### config.mk
export PLATFORM = sky130hd
export DESIGN_NAME = pose_velocity_gate_unit
export DESIGN_NICKNAME = d
export VERILOG_FILES = /design/src/rtl/core/pvg_pkg.sv /design/src/rtl/core/pose_velocity_gate_unit.sv /design/src/rtl/core/pvg_csr.sv /design/src/rtl/core/pvg_dp.sv /design/src/rtl/core/pvg_ctrl.sv
export VERILOG_INCLUDE_DIRS = /design/src /design/src/rtl/core
export SDC_FILE = /design/constraint.sdc
export NUM_CORES = 2
export LEC_CHECK = 0
export ABC_CLOCK_PERIOD_IN_PS = 10500
export BUFFER_PORTS_ARGS = -buffer_cell sky130_fd_sc_hd__buf_2
export CORE_MARGIN = 1
export CORE_UTILIZATION = 39
export CTS_CLUSTER_DIAMETER = 120
export DETAILED_ROUTE_END_ITERATION = 8
export PLACE_DENSITY = 0.57
export SLEW_MARGIN = 40
export SYNTH_ARGS = -nofsm -noshare
export SYNTH_HDL_FRONTEND = slang
export SYNTH_SLANG_ARGS = --single-unit
### constraint.sdc
create_clock -name clock -period 10.5 [get_ports clock]
set_clock_uncertainty 0.05 [all_clocks]
set_input_delay 1.05 -clock clock [delete_from_list [all_inputs] [get_ports clock]]
set_output_delay 1.05 -clock clock [all_outputs]
set_load 0.005 [all_outputs]
### src/rtl/core/pose_velocity_gate_unit_assert.svh
// assertion macros for the pose velocity gate
// expects signals named clock and reset in the module that uses them
`ifndef POSE_VELOCITY_GATE_UNIT_ASSERT_SVH
`define POSE_VELOCITY_GATE_UNIT_ASSERT_SVH

// same-cycle implication
`define PVG_ASSERT_IMPL(lbl, ante, cons) \
   lbl: assert property (@(posedge clock) disable iff (reset) (ante) |-> (cons)) \
      else $error("pvg: assertion failed");

// next-cycle implication
`define PVG_ASSERT_NEXT(lbl, ante, cons) \
   lbl: assert property (@(posedge clock) disable iff (reset) (ante) |=> (cons)) \
      else $error("pvg: assertion failed");

`endif

### src/rtl/core/pvg_pkg.sv
// shared types and constants of the pose velocity gate
// no dependencies
`timescale 1ns / 1ps
`default_nettype none

package pvg_pkg;

   localparam int SPEED_W    = 8;
   localparam int JUMP_W     = 24;
   localparam int TIMEOUT_W  = 24;
   localparam int TIME_W     = 32;
   localparam int MUL_W      = 32;
   localparam int PROD_W     = 64;
   localparam int CSR_ADDR_W = 2;
   localparam int CSR_DATA_W = 24;

   localparam logic [CSR_ADDR_W-1:0] CSR_MAX_SPEED      = 2'd0;
   localparam logic [CSR_ADDR_W-1:0] CSR_MIN_JUMP       = 2'd1;
   localparam logic [CSR_ADDR_W-1:0] CSR_ACCEPT_TIMEOUT = 2'd2;

   localparam logic [SPEED_W-1:0]   MAX_SPEED_RST      = 8'd5;
   localparam logic [JUMP_W-1:0]    MIN_JUMP_RST       = 24'd50000;
   localparam logic [TIMEOUT_W-1:0] ACCEPT_TIMEOUT_RST = 24'd500000;

   typedef enum logic [2:0] {
      ST_IDLE,
      ST_SQX,
      ST_SQY,
      ST_SQZ,
      ST_LIM,
      ST_MJ2,
      ST_LIM2,
      ST_DONE
   } state_type;

   typedef enum logic [2:0] {
      MUL_SQX,
      MUL_SQY,
      MUL_SQZ,
      MUL_LIM,
      MUL_MJ2,
      MUL_LIM2
   } mul_op_type;

   typedef struct packed {
      logic       load;
      logic       mul_en;
      mul_op_type mul_op;
      logic       acc_first;
      logic       acc_add;
      logic       lim_load;
      logic       mj2_load;
      logic       finish;
   } cmd_type;

   typedef struct packed {
      logic check;
   } status_type;

   typedef struct packed {
      logic [SPEED_W-1:0]   max_speed;
      logic [JUMP_W-1:0]    min_jump;
      logic [TIMEOUT_W-1:0] accept_timeout;
   } cfg_type;

endpackage

`default_nettype wire

### src/rtl/core/pose_velocity_gate_unit.sv
// top level of the pose velocity gate: velocity-gated outlier rejection
// depends on pvg_pkg, pvg_csr, pvg_dp, pvg_ctrl
//
//  port group  direction  handshake            payload
//  req_        in         req_valid/req_ready  pos_x, pos_y, pos_z, timestamp
//  rsp_        out        rsp_valid/rsp_ready  accepted
//  csr_        in         csr_wr_en            csr_index, csr_wr_data
//
// one item at a time; the shared 32x32 multiplier sets the pace
// after accept: SQX, SQY, SQZ, LIM, MJ2, LIM2, DONE if the speed gate applies,
// SQX and DONE if it does not (no reference, zero elapsed time or timeout reached)
// a waiting result holds the item in its last cycle until rsp_ready frees the slot
// reset clears the reference flag and loads the register defaults
`timescale 1ns / 1ps
`default_nettype none

module pose_velocity_gate_unit #(
   parameter int POSITION_BITS = 28
) (
   input  wire logic                           clock,
   input  wire logic                           reset,
   input  wire logic                           req_valid,
   output logic                                req_ready,
   input  wire logic [POSITION_BITS-1:0]       req_pos_x,
   input  wire logic [POSITION_BITS-1:0]       req_pos_y,
   input  wire logic [POSITION_BITS-1:0]       req_pos_z,
   input  wire logic [pvg_pkg::TIME_W-1:0]     req_timestamp,
   output logic                                rsp_valid,
   input  wire logic                           rsp_ready,
   output logic                                rsp_accepted,
   input  wire logic                           csr_wr_en,
   input  wire logic [pvg_pkg::CSR_ADDR_W-1:0] csr_index,
   input  wire logic [pvg_pkg::CSR_DATA_W-1:0] csr_wr_data
);

   pvg_pkg::cfg_type    cfg;
   pvg_pkg::cmd_type    cmd;
   pvg_pkg::status_type status;

   pvg_csr u_csr (
      .clock       (clock),
      .reset       (reset),
      .csr_wr_en   (csr_wr_en),
      .csr_index   (csr_index),
      .csr_wr_data (csr_wr_data),
      .cfg         (cfg)
   );

   pvg_dp #(
      .POSITION_BITS (POSITION_BITS)
   ) u_dp (
      .clock         (clock),
      .reset         (reset),
      .cmd           (cmd),
      .status        (status),
      .cfg           (cfg),
      .req_pos_x     (req_pos_x),
      .req_pos_y     (req_pos_y),
      .req_pos_z     (req_pos_z),
      .req_timestamp (req_timestamp),
      .rsp_accepted  (rsp_accepted)
   );

   pvg_ctrl u_ctrl (
      .clock     (clock),
      .reset     (reset),
      .req_valid (req_valid),
      .req_ready (req_ready),
      .rsp_valid (rsp_valid),
      .rsp_ready (rsp_ready),
      .cmd       (cmd),
      .status    (status)
   );

endmodule

`default_nettype wire

### src/rtl/core/pvg_csr.sv
// configuration registers of the pose velocity gate
// depends on pvg_pkg
`timescale 1ns / 1ps
`default_nettype none

module pvg_csr (
   input  wire logic                             clock,
   input  wire logic                             reset,
   input  wire logic                             csr_wr_en,
   input  wire logic [pvg_pkg::CSR_ADDR_W-1:0]   csr_index,
   input  wire logic [pvg_pkg::CSR_DATA_W-1:0]   csr_wr_data,
   output pvg_pkg::cfg_type                      cfg
);

   pvg_pkg::cfg_type cfg_ff, cfg_in;

   always_comb begin
      cfg_in = cfg_ff;
      if (csr_wr_en) begin
         case (csr_index)
            pvg_pkg::CSR_MAX_SPEED: begin
               cfg_in.max_speed = csr_wr_data[pvg_pkg::SPEED_W-1:0];
            end
            pvg_pkg::CSR_MIN_JUMP: begin
               cfg_in.min_jump = csr_wr_data[pvg_pkg::JUMP_W-1:0];
            end
            pvg_pkg::CSR_ACCEPT_TIMEOUT: begin
               cfg_in.accept_timeout = csr_wr_data[pvg_pkg::TIMEOUT_W-1:0];
            end
            default: begin
               cfg_in = cfg_ff;
            end
         endcase
      end
   end

   always_ff @(posedge clock) begin
      if (reset) begin
         cfg_ff.max_speed      <= pvg_pkg::MAX_SPEED_RST;
         cfg_ff.min_jump       <= pvg_pkg::MIN_JUMP_RST;
         cfg_ff.accept_timeout <= pvg_pkg::ACCEPT_TIMEOUT_RST;
      end else begin
         cfg_ff <= cfg_in;
      end
   end

   assign cfg = cfg_ff;

endmodule

`default_nettype wire

### src/rtl/core/pvg_dp.sv
// datapath of the pose velocity gate: reference pose, shared multiplier, compare
// depends on pvg_pkg
`timescale 1ns / 1ps
`default_nettype none

module pvg_dp #(
   parameter int POSITION_BITS = 28
) (
   input  wire logic                           clock,
   input  wire logic                           reset,
   input  wire pvg_pkg::cmd_type               cmd,
   output pvg_pkg::status_type                 status,
   input  wire pvg_pkg::cfg_type               cfg,
   input  wire logic [POSITION_BITS-1:0]       req_pos_x,
   input  wire logic [POSITION_BITS-1:0]       req_pos_y,
   input  wire logic [POSITION_BITS-1:0]       req_pos_z,
   input  wire logic [pvg_pkg::TIME_W-1:0]     req_timestamp,
   output logic                                rsp_accepted
);

   localparam int P    = POSITION_BITS;
   localparam int D2_W = 2 * POSITION_BITS + 2;
   localparam int MJ_W = 2 * pvg_pkg::JUMP_W;

   // reference pose
   logic [P-1:0]               ref_x_ff, ref_y_ff, ref_z_ff;
   logic [pvg_pkg::TIME_W-1:0] ref_time_ff;
   logic                       ref_valid_ff, ref_valid_in;

   // item under work
   logic [P-1:0]                  new_x_ff, new_y_ff, new_z_ff;
   logic [pvg_pkg::TIME_W-1:0]    new_time_ff;
   logic [P-1:0]                  mag_x_ff, mag_y_ff, mag_z_ff;
   logic [P-1:0]                  mag_x_in, mag_y_in, mag_z_in;
   logic [pvg_pkg::TIMEOUT_W-1:0] dt_ff;
   logic                          check_ff, check_in;

   logic [pvg_pkg::TIME_W-1:0] dt;
   logic [P:0]                 dx, dy, dz, ax, ay, az;

   logic [pvg_pkg::MUL_W-1:0]  mul_a, mul_b;
   logic [pvg_pkg::PROD_W-1:0] prod_ff, prod_in;
   logic [D2_W-1:0]            d2_ff;
   logic [pvg_pkg::MUL_W-1:0]  lim_ff;
   logic [MJ_W-1:0]            mj2_ff;

   logic [pvg_pkg::PROD_W-1:0] d2_ext;
   logic                       reject;
   logic                       rsp_accepted_ff;

   // differences in P+1 bits, then magnitude, which always fits in P bits
   always_comb begin
      dx = {req_pos_x[P-1], req_pos_x} - {ref_x_ff[P-1], ref_x_ff};
      dy = {req_pos_y[P-1], req_pos_y} - {ref_y_ff[P-1], ref_y_ff};
      dz = {req_pos_z[P-1], req_pos_z} - {ref_z_ff[P-1], ref_z_ff};
      ax = dx[P] ? (~dx + 1'b1) : dx;
      ay = dy[P] ? (~dy + 1'b1) : dy;
      az = dz[P] ? (~dz + 1'b1) : dz;
      mag_x_in = ax[P-1:0];
      mag_y_in = ay[P-1:0];
      mag_z_in = az[P-1:0];
      dt = req_timestamp - ref_time_ff;
      check_in = ref_valid_ff && (dt != '0) &&
                 (dt < pvg_pkg::TIME_W'(cfg.accept_timeout));
   end

   always_ff @(posedge clock) begin
      if (cmd.load) begin
         new_x_ff    <= req_pos_x;
         new_y_ff    <= req_pos_y;
         new_z_ff    <= req_pos_z;
         new_time_ff <= req_timestamp;
         mag_x_ff    <= mag_x_in;
         mag_y_ff    <= mag_y_in;
         mag_z_ff    <= mag_z_in;
         dt_ff       <= dt[pvg_pkg::TIMEOUT_W-1:0];
         check_ff    <= check_in;
      end
   end

   // shared multiplier operand select
   always_comb begin
      case (cmd.mul_op)
         pvg_pkg::MUL_SQX: begin
            mul_a = pvg_pkg::MUL_W'(mag_x_ff);
            mul_b = pvg_pkg::MUL_W'(mag_x_ff);
         end
         pvg_pkg::MUL_SQY: begin
            mul_a = pvg_pkg::MUL_W'(mag_y_ff);
            mul_b = pvg_pkg::MUL_W'(mag_y_ff);
         end
         pvg_pkg::MUL_SQZ: begin
            mul_a = pvg_pkg::MUL_W'(mag_z_ff);
            mul_b = pvg_pkg::MUL_W'(mag_z_ff);
         end
         pvg_pkg::MUL_LIM: begin
            mul_a = pvg_pkg::MUL_W'(cfg.max_speed);
            mul_b = pvg_pkg::MUL_W'(dt_ff);
         end
         pvg_pkg::MUL_MJ2: begin
            mul_a = pvg_pkg::MUL_W'(cfg.min_jump);
            mul_b = pvg_pkg::MUL_W'(cfg.min_jump);
         end
         pvg_pkg::MUL_LIM2: begin
            mul_a = lim_ff;
            mul_b = lim_ff;
         end
         default: begin
            mul_a = '0;
            mul_b = '0;
         end
      endcase
      prod_in = pvg_pkg::PROD_W'(mul_a) * pvg_pkg::PROD_W'(mul_b);
   end

   always_ff @(posedge clock) begin
      if (cmd.mul_en) begin
         prod_ff <= prod_in;
      end
      if (cmd.acc_first) begin
         d2_ff <= prod_ff[D2_W-1:0];
      end else if (cmd.acc_add) begin
         d2_ff <= d2_ff + prod_ff[D2_W-1:0];
      end
      if (cmd.lim_load) begin
         lim_ff <= prod_ff[pvg_pkg::MUL_W-1:0];
      end
      if (cmd.mj2_load) begin
         mj2_ff <= prod_ff[MJ_W-1:0];
      end
   end

   // prod_ff holds the squared speed limit when finish is issued after the speed gate sequence
   always_comb begin
      d2_ext = pvg_pkg::PROD_W'(d2_ff);
      reject = check_ff && (d2_ext > prod_ff) && (d2_ext > pvg_pkg::PROD_W'(mj2_ff));
      ref_valid_in = ref_valid_ff;
      if (cmd.finish && !reject) begin
         ref_valid_in = 1'b1;
      end
   end

   always_ff @(posedge clock) begin
      if (cmd.finish) begin
         rsp_accepted_ff <= !reject;
         if (!reject) begin
            ref_x_ff    <= new_x_ff;
            ref_y_ff    <= new_y_ff;
            ref_z_ff    <= new_z_ff;
            ref_time_ff <= new_time_ff;
         end
      end
   end

   always_ff @(posedge clock) begin
      if (reset) begin
         ref_valid_ff <= 1'b0;
      end else begin
         ref_valid_ff <= ref_valid_in;
      end
   end

   assign status.check = check_ff;
   assign rsp_accepted = rsp_accepted_ff;

endmodule

`default_nettype wire

### src/rtl/core/pvg_ctrl.sv
// sequencer of the pose velocity gate: handshakes and datapath commands
// depends on pvg_pkg and pose_velocity_gate_unit_assert.svh
`timescale 1ns / 1ps
`default_nettype none

`include "pose_velocity_gate_unit_assert.svh"

module pvg_ctrl (
   input  wire logic                 clock,
   input  wire logic                 reset,
   input  wire logic                 req_valid,
   output logic                      req_ready,
   output logic                      rsp_valid,
   input  wire logic                 rsp_ready,
   output pvg_pkg::cmd_type          cmd,
   input  wire pvg_pkg::status_type  status
);

   pvg_pkg::state_type state_ff, state_in;
   logic               rsp_valid_ff, rsp_valid_in;
   logic               slot_free;

   assign slot_free = !rsp_valid_ff || rsp_ready;

   // next state
   always_comb begin
      state_in = state_ff;
      case (state_ff)
         pvg_pkg::ST_IDLE: begin
            if (req_valid) begin
               state_in = pvg_pkg::ST_SQX;
            end
         end
         pvg_pkg::ST_SQX: begin
            // no gating needed: go straight to the decision; else go on with SQY
            state_in = status.check ? pvg_pkg::ST_SQY : pvg_pkg::ST_DONE;
         end
         pvg_pkg::ST_SQY: begin
            state_in = pvg_pkg::ST_SQZ;
         end
         pvg_pkg::ST_SQZ: begin
            state_in = pvg_pkg::ST_LIM;
         end
         pvg_pkg::ST_LIM: begin
            state_in = pvg_pkg::ST_MJ2;
         end
         pvg_pkg::ST_MJ2: begin
            state_in = pvg_pkg::ST_LIM2;
         end
         pvg_pkg::ST_LIM2: begin
            state_in = pvg_pkg::ST_DONE;
         end
         pvg_pkg::ST_DONE: begin
            if (slot_free) begin
               state_in = pvg_pkg::ST_IDLE;
            end
         end
         default: begin
            state_in = pvg_pkg::ST_IDLE;
         end
      endcase
   end

   // outputs
   always_comb begin
      cmd = '0;
      cmd.mul_op = pvg_pkg::MUL_SQX;
      req_ready = 1'b0;
      case (state_ff)
         pvg_pkg::ST_IDLE: begin
            req_ready = 1'b1;
            cmd.load = req_valid;
         end
         pvg_pkg::ST_SQX: begin
            cmd.mul_en = 1'b1;
            cmd.mul_op = pvg_pkg::MUL_SQX;
         end
         pvg_pkg::ST_SQY: begin
            cmd.mul_en = 1'b1;
            cmd.mul_op = pvg_pkg::MUL_SQY;
            cmd.acc_first = 1'b1;
         end
         pvg_pkg::ST_SQZ: begin
            cmd.mul_en = 1'b1;
            cmd.mul_op = pvg_pkg::MUL_SQZ;
            cmd.acc_add = 1'b1;
         end
         pvg_pkg::ST_LIM: begin
            cmd.mul_en = 1'b1;
            cmd.mul_op = pvg_pkg::MUL_LIM;
            cmd.acc_add = 1'b1;
         end
         pvg_pkg::ST_MJ2: begin
            cmd.mul_en = 1'b1;
            cmd.mul_op = pvg_pkg::MUL_MJ2;
            cmd.lim_load = 1'b1;
         end
         pvg_pkg::ST_LIM2: begin
            cmd.mul_en = 1'b1;
            cmd.mul_op = pvg_pkg::MUL_LIM2;
            cmd.mj2_load = 1'b1;
         end
         pvg_pkg::ST_DONE: begin
            cmd.finish = slot_free;
         end
         default: begin
            cmd = '0;
         end
      endcase
   end

   always_comb begin
      rsp_valid_in = rsp_valid_ff;
      if (cmd.finish) begin
         rsp_valid_in = 1'b1;
      end else if (rsp_ready) begin
         rsp_valid_in = 1'b0;
      end
   end

   always_ff @(posedge clock) begin
      if (reset) begin
         state_ff     <= pvg_pkg::ST_IDLE;
         rsp_valid_ff <= 1'b0;
      end else begin
         state_ff     <= state_in;
         rsp_valid_ff <= rsp_valid_in;
      end
   end

   assign rsp_valid = rsp_valid_ff;

   `PVG_ASSERT_IMPL(a_finish_slot, cmd.finish, !rsp_valid_ff || rsp_ready)
   `PVG_ASSERT_NEXT(a_finish_rsp, cmd.finish, rsp_valid_ff)
   `PVG_ASSERT_IMPL(a_one_cmd, 1'b1, $onehot0({cmd.load, cmd.mul_en, cmd.finish}))
   `PVG_ASSERT_NEXT(a_load_seq, cmd.load, state_ff == pvg_pkg::ST_SQX)

endmodule

`default_nettype wire

==> metrics.txt <==
# TYPE chip_impl_metric gauge
chip_impl_metric{name="synth.lib_cells_used.distinct",unit=""} 101
chip_impl_info{name="synth.cells.most_frequent",value="sky130_fd_sc_hd__inv_1 (1327), sky130_fd_sc_hd__fa_1 (890), sky130_fd_sc_hd__nor2_1 (794)"} 1
chip_impl_metric{name="period_minus_slack",unit="ps"} 10150
chip_impl_metric{name="post_dp_cell_area",unit="um2"} 72400
chip_impl_metric{name="pre_cts_ws",unit="ps"} 6.98
chip_impl_info{name="slowest_stage",value="sky130_fd_sc_hd__fa_1"} 1
chip_impl_metric{name="crit_required",unit="ps"} 10860
chip_impl_metric{name="synth_largest_type_area_fraction",unit="%"} 26.5
chip_impl_info{name="yosys.area.top_type",value="sky130_fd_sc_hd__fa_1"} 1
chip_impl_metric{name="synth_seq_cells",unit=""} 605
chip_impl_metric{name="fin_hold_ws",unit="ps"} 345
chip_impl_metric{name="critPathBufInv",unit=""} 7
chip_impl_info{name="hold_path.class",value="register to register"} 1
chip_impl_info{name="critPathLaunchType",value="register"} 1
chip_impl_metric{name="placeableCoreArea",unit="um2"} 171000
chip_impl_metric{name="finalSetupViolCount",unit=""} 0
chip_impl_metric{name="postSynthNetCount",unit=""} 8735
chip_impl_metric{name="number_of_cells_after_detailed_placement",unit=""} 9585
chip_impl_metric{name="total_via_count_in_the_routed_design",unit=""} 51767
chip_impl_metric{name="fp.dieH",unit="um"} 417
chip_impl_metric{name="worstPathArrival",unit="ps"} 10510
chip_impl_metric{name="routed_wl",unit="mm"} 227
chip_impl_metric{name="post-route-cell-area",unit="um2"} 75100
chip_impl_metric{name="number_of_antenna_violations_at_the_first_check_in_global_routing",unit=""} 21
chip_impl_metric{name="cts_inserted_buffers",unit=""} 72
chip_impl_metric{name="hold_violations",unit=""} 0
chip_impl_metric{name="synth-edff-count",unit=""} 544
chip_impl_metric{name="grt_pass1_wl",unit="mm"} 336
chip_impl_metric{name="drt-wirelength-per-cell",unit="um"} 23.3
chip_impl_metric{name="floorplan.io_pins",unit=""} 150
chip_impl_metric{name="final_weighted_congestion_of_routability_driven_global_placement",unit=""} 0.987
chip_impl_info{name="rsz0062_at_grt",value="true"} 1
chip_impl_metric{name="post_drt_via_cell_ratio",unit=""} 5.32
chip_impl_metric{name="cp_max_fo",unit=""} 67
chip_impl_metric{name="design.final.nets",unit=""} 8963
chip_impl_info{name="timing.critical_path.to_type",value="register"} 1
chip_impl_metric{name="io_buffers",unit=""} 149
chip_impl_metric{name="cts.clk_slew.worst_paths",unit="ps"} 60
chip_impl_metric{name="seq_area_frac_synth",unit="%"} 26.1
chip_impl_info{name="cts.root.buffer_cell",value="sky130_fd_sc_hd__clkbuf_16"} 1
chip_impl_info{name="synth_area_leaders",value="sky130_fd_sc_hd__fa_1 (27%), sky130_fd_sc_hd__edfxtp_1 (24%), sky130_fd_sc_hd__ha_1 (11%), sky130_fd_sc_hd__inv_1 (7.4%), sky130_fd_sc_hd__nor2_1 (4.4%)"} 1
chip_impl_metric{name="ys.warnings.count",unit=""} 0
chip_impl_info{name="critPathTopFamily",value="adder cells"} 1
chip_impl_metric{name="cts_hold_repair.buffers",unit=""} 0
chip_impl_metric{name="asyncSetResetFlopFracSynth",unit="%"} 0
chip_impl_metric{name="maxCapViolations",unit=""} 0
chip_impl_metric{name="cts_max_level",unit=""} 3
chip_impl_metric{name="max_slew_margin",unit="%"} 45.2
chip_impl_metric{name="number_of_global_route_vias_before_repair",unit=""} 52332
chip_impl_metric{name="pre_antenna_drt_iters",unit=""} 6
chip_impl_metric{name="grt_overflow_total",unit=""} 0
chip_impl_metric{name="layout-drive-gt1-share",unit="%"} 8.66
chip_impl_metric{name="final-max-slew-violation-count",unit=""} 0
chip_impl_metric{name="synth.cell_area",unit="um2"} 67200
chip_impl_metric{name="crit_path_max_incr_delay",unit="ps"} 560
chip_impl_metric{name="timing.final.ws_setup",unit="ps"} 349
chip_impl_info{name="timing_worst_setup_path_type",value="register to register"} 1
chip_impl_metric{name="setup.reg_to_reg.worst_slack",unit="ps"} 350
chip_impl_metric{name="postSynthCellCount",unit=""} 7132
chip_impl_info{name="run_status",value="completed"} 1
chip_impl_metric{name="timing_worst_slew_pin_value",unit="ps"} 815
chip_impl_metric{name="grt_max_degree",unit=""} 78
chip_impl_metric{name="hpwl",unit="mm"} 185
chip_impl_metric{name="worst_skew_pair.late_latency",unit="ps"} 710
chip_impl_metric{name="clock_path_buffers",unit=""} 3
chip_impl_metric{name="stdcell_count",unit=""} 9728
chip_impl_metric{name="fmax",unit="GHz"} 0.0985
chip_impl_info{name="synth_top_flop_cell",value="sky130_fd_sc_hd__edfxtp_1"} 1
chip_impl_metric{name="final_min_period_over_clock_period",unit="%"} 96.7
chip_impl_metric{name="die-area",unit="um2"} 174000
chip_impl_info{name="timing.critical_path.mode_cell",value="sky130_fd_sc_hd__fa_1"} 1
chip_impl_metric{name="start_util",unit="%"} 39.2
chip_impl_metric{name="total_drc_errors_in_the_routed_layout",unit=""} 0
chip_impl_metric{name="clock_sinks",unit=""} 605
chip_impl_metric{name="area_growth_syn_to_layout",unit="%"} 11.6
chip_impl_metric{name="detail-route-antenna-nets",unit=""} 0
chip_impl_metric{name="floorplan.die.width",unit="um"} 417
chip_impl_metric{name="drt-initial-drc-count",unit=""} 4648
chip_impl_info{name="clock_tree_from_tritoncts",value="done"} 1
chip_impl_metric{name="syn_area_per_cell",unit="um2"} 9.43
chip_impl_info{name="yosys.cell_count.top_type",value="sky130_fd_sc_hd__inv_1"} 1
chip_impl_metric{name="fp-row-count",unit=""} 152
chip_impl_metric{name="globalRouteTotalUtil",unit="%"} 26.1
-- cells in the final DEF (no fill, tap or decap), types with 54 or more instances in the layout --
master / synthesis / routed
sky130_fd_sc_hd__inv_1: 1327 / 1323
sky130_fd_sc_hd__fa_1: 890 / 890
sky130_fd_sc_hd__nor2_1: 794 / 787
sky130_fd_sc_hd__nand2_1: 785 / 783
sky130_fd_sc_hd__ha_1: 566 / 565
sky130_fd_sc_hd__edfxtp_1: 544 / 544
sky130_fd_sc_hd__a21oi_1: 378 / 361
sky130_fd_sc_hd__buf_4: 0 / 224
sky130_fd_sc_hd__xnor2_1: 196 / 196
sky130_fd_sc_hd__o21ai_0: 193 / 190
sky130_fd_sc_hd__buf_2: 4 / 148
sky130_fd_sc_hd__a21o_1: 110 / 110
sky130_fd_sc_hd__xor2_1: 81 / 81
sky130_fd_sc_hd__clkbuf_16: 0 / 73
sky130_fd_sc_hd__nor3_1: 67 / 67
sky130_fd_sc_hd__nand3_1: 61 / 60
sky130_fd_sc_hd__dfxtp_1: 61 / 60
sky130_fd_sc_hd__nand4_1: 54 / 54
-- path summary, 6_finish.rpt --
kind	to	depth (start not counted)	start
hold / removal	u_dp.ref_y_ff[20]	0	u_dp.new_y_ff[20]
hold reg to reg	u_dp.ref_y_ff[20]	0	u_dp.new_y_ff[20]
setup / recovery	u_dp.prod_ff[60]	34	u_ctrl.state_ff[0]
setup reg to reg	u_dp.prod_ff[60]	34	u_ctrl.state_ff[0]
-- metal layers --
metal | up-vias | global-route usage [%] | wire length, um | share of wire (%)
li1 | 23543 | - | - | -
met1 | 25905 | 35.8 | 97700 | 43
met2 | 1953 | 41.1 | 102000 | 45
met3 | 360 | 5.32 | 18800 | 8.3
met4 | 6 | 8.64 | 8440 | 3.7
met5 | - | 0.389 | 119 | 0.053
-- metrics by stage --
stage               setup TNS (ps)  util [%]
finish                           0      43.8
global route                 -9.92      43.8
CTS                              0      43.7
detailed placement               0      42.2
global placement              -469      42.2
floorplan                        0         -
-- logic make-up after synthesis --
kind of cell,Yosys count,share of synthesized area (%)
flops,605,26.1
simple gates,2060,13.4
xor+xnor,278,3.63
mux,14,0.216
fa+ha+maj,1456,37.0
buf+inv,1601,8.95
compound gates,1118,10.7
-- final cells by class --
cell class                      instances  area, um2
Sequential cell                       605      17600
Clock buffer                           83       1880
Inverter                             1336       5020
Clock inverter                         48        558
Multi-Input combinational cell       4928      43900
Fill cell                           16777      96300
Antenna cell                            1       2.50
Tap cell                             2310       2890
Timing Repair Buffer                  417       3260
-- timing repair --
action	in CTS	in global routing
endpoints found under the hold margin	0	0
buffers inserted	0	9
endpoints found under the setup margin	0	14
gates resized for setup	0	22
-- flip-flops by register name, indices dropped and copies added (netlist names), 28 cells and up --
| name | count |
|---|---|
| u_dp.prod_ff | 64 |
| u_dp.new_time_ff | 32 |
| u_dp.mag_z_ff | 28 |
| u_dp.mag_x_ff | 28 |
| u_dp.ref_x_ff | 28 |
| u_dp.ref_z_ff | 28 |
| u_dp.mag_y_ff | 28 |
| u_dp.mj2_ff | 48 |
| u_dp.d2_ff | 58 |
| u_dp.new_y_ff | 28 |
| u_csr.cfg | 56 |
| u_dp.lim_ff | 32 |
| u_dp.new_x_ff | 28 |
| u_dp.ref_y_ff | 28 |
| u_dp.new_z_ff | 28 |
| u_dp.ref_time_ff | 32 |
Power is left out: the tool's default activity adds up to more than one toggle a clock period on the data nets, which glitch-free logic cannot reach.
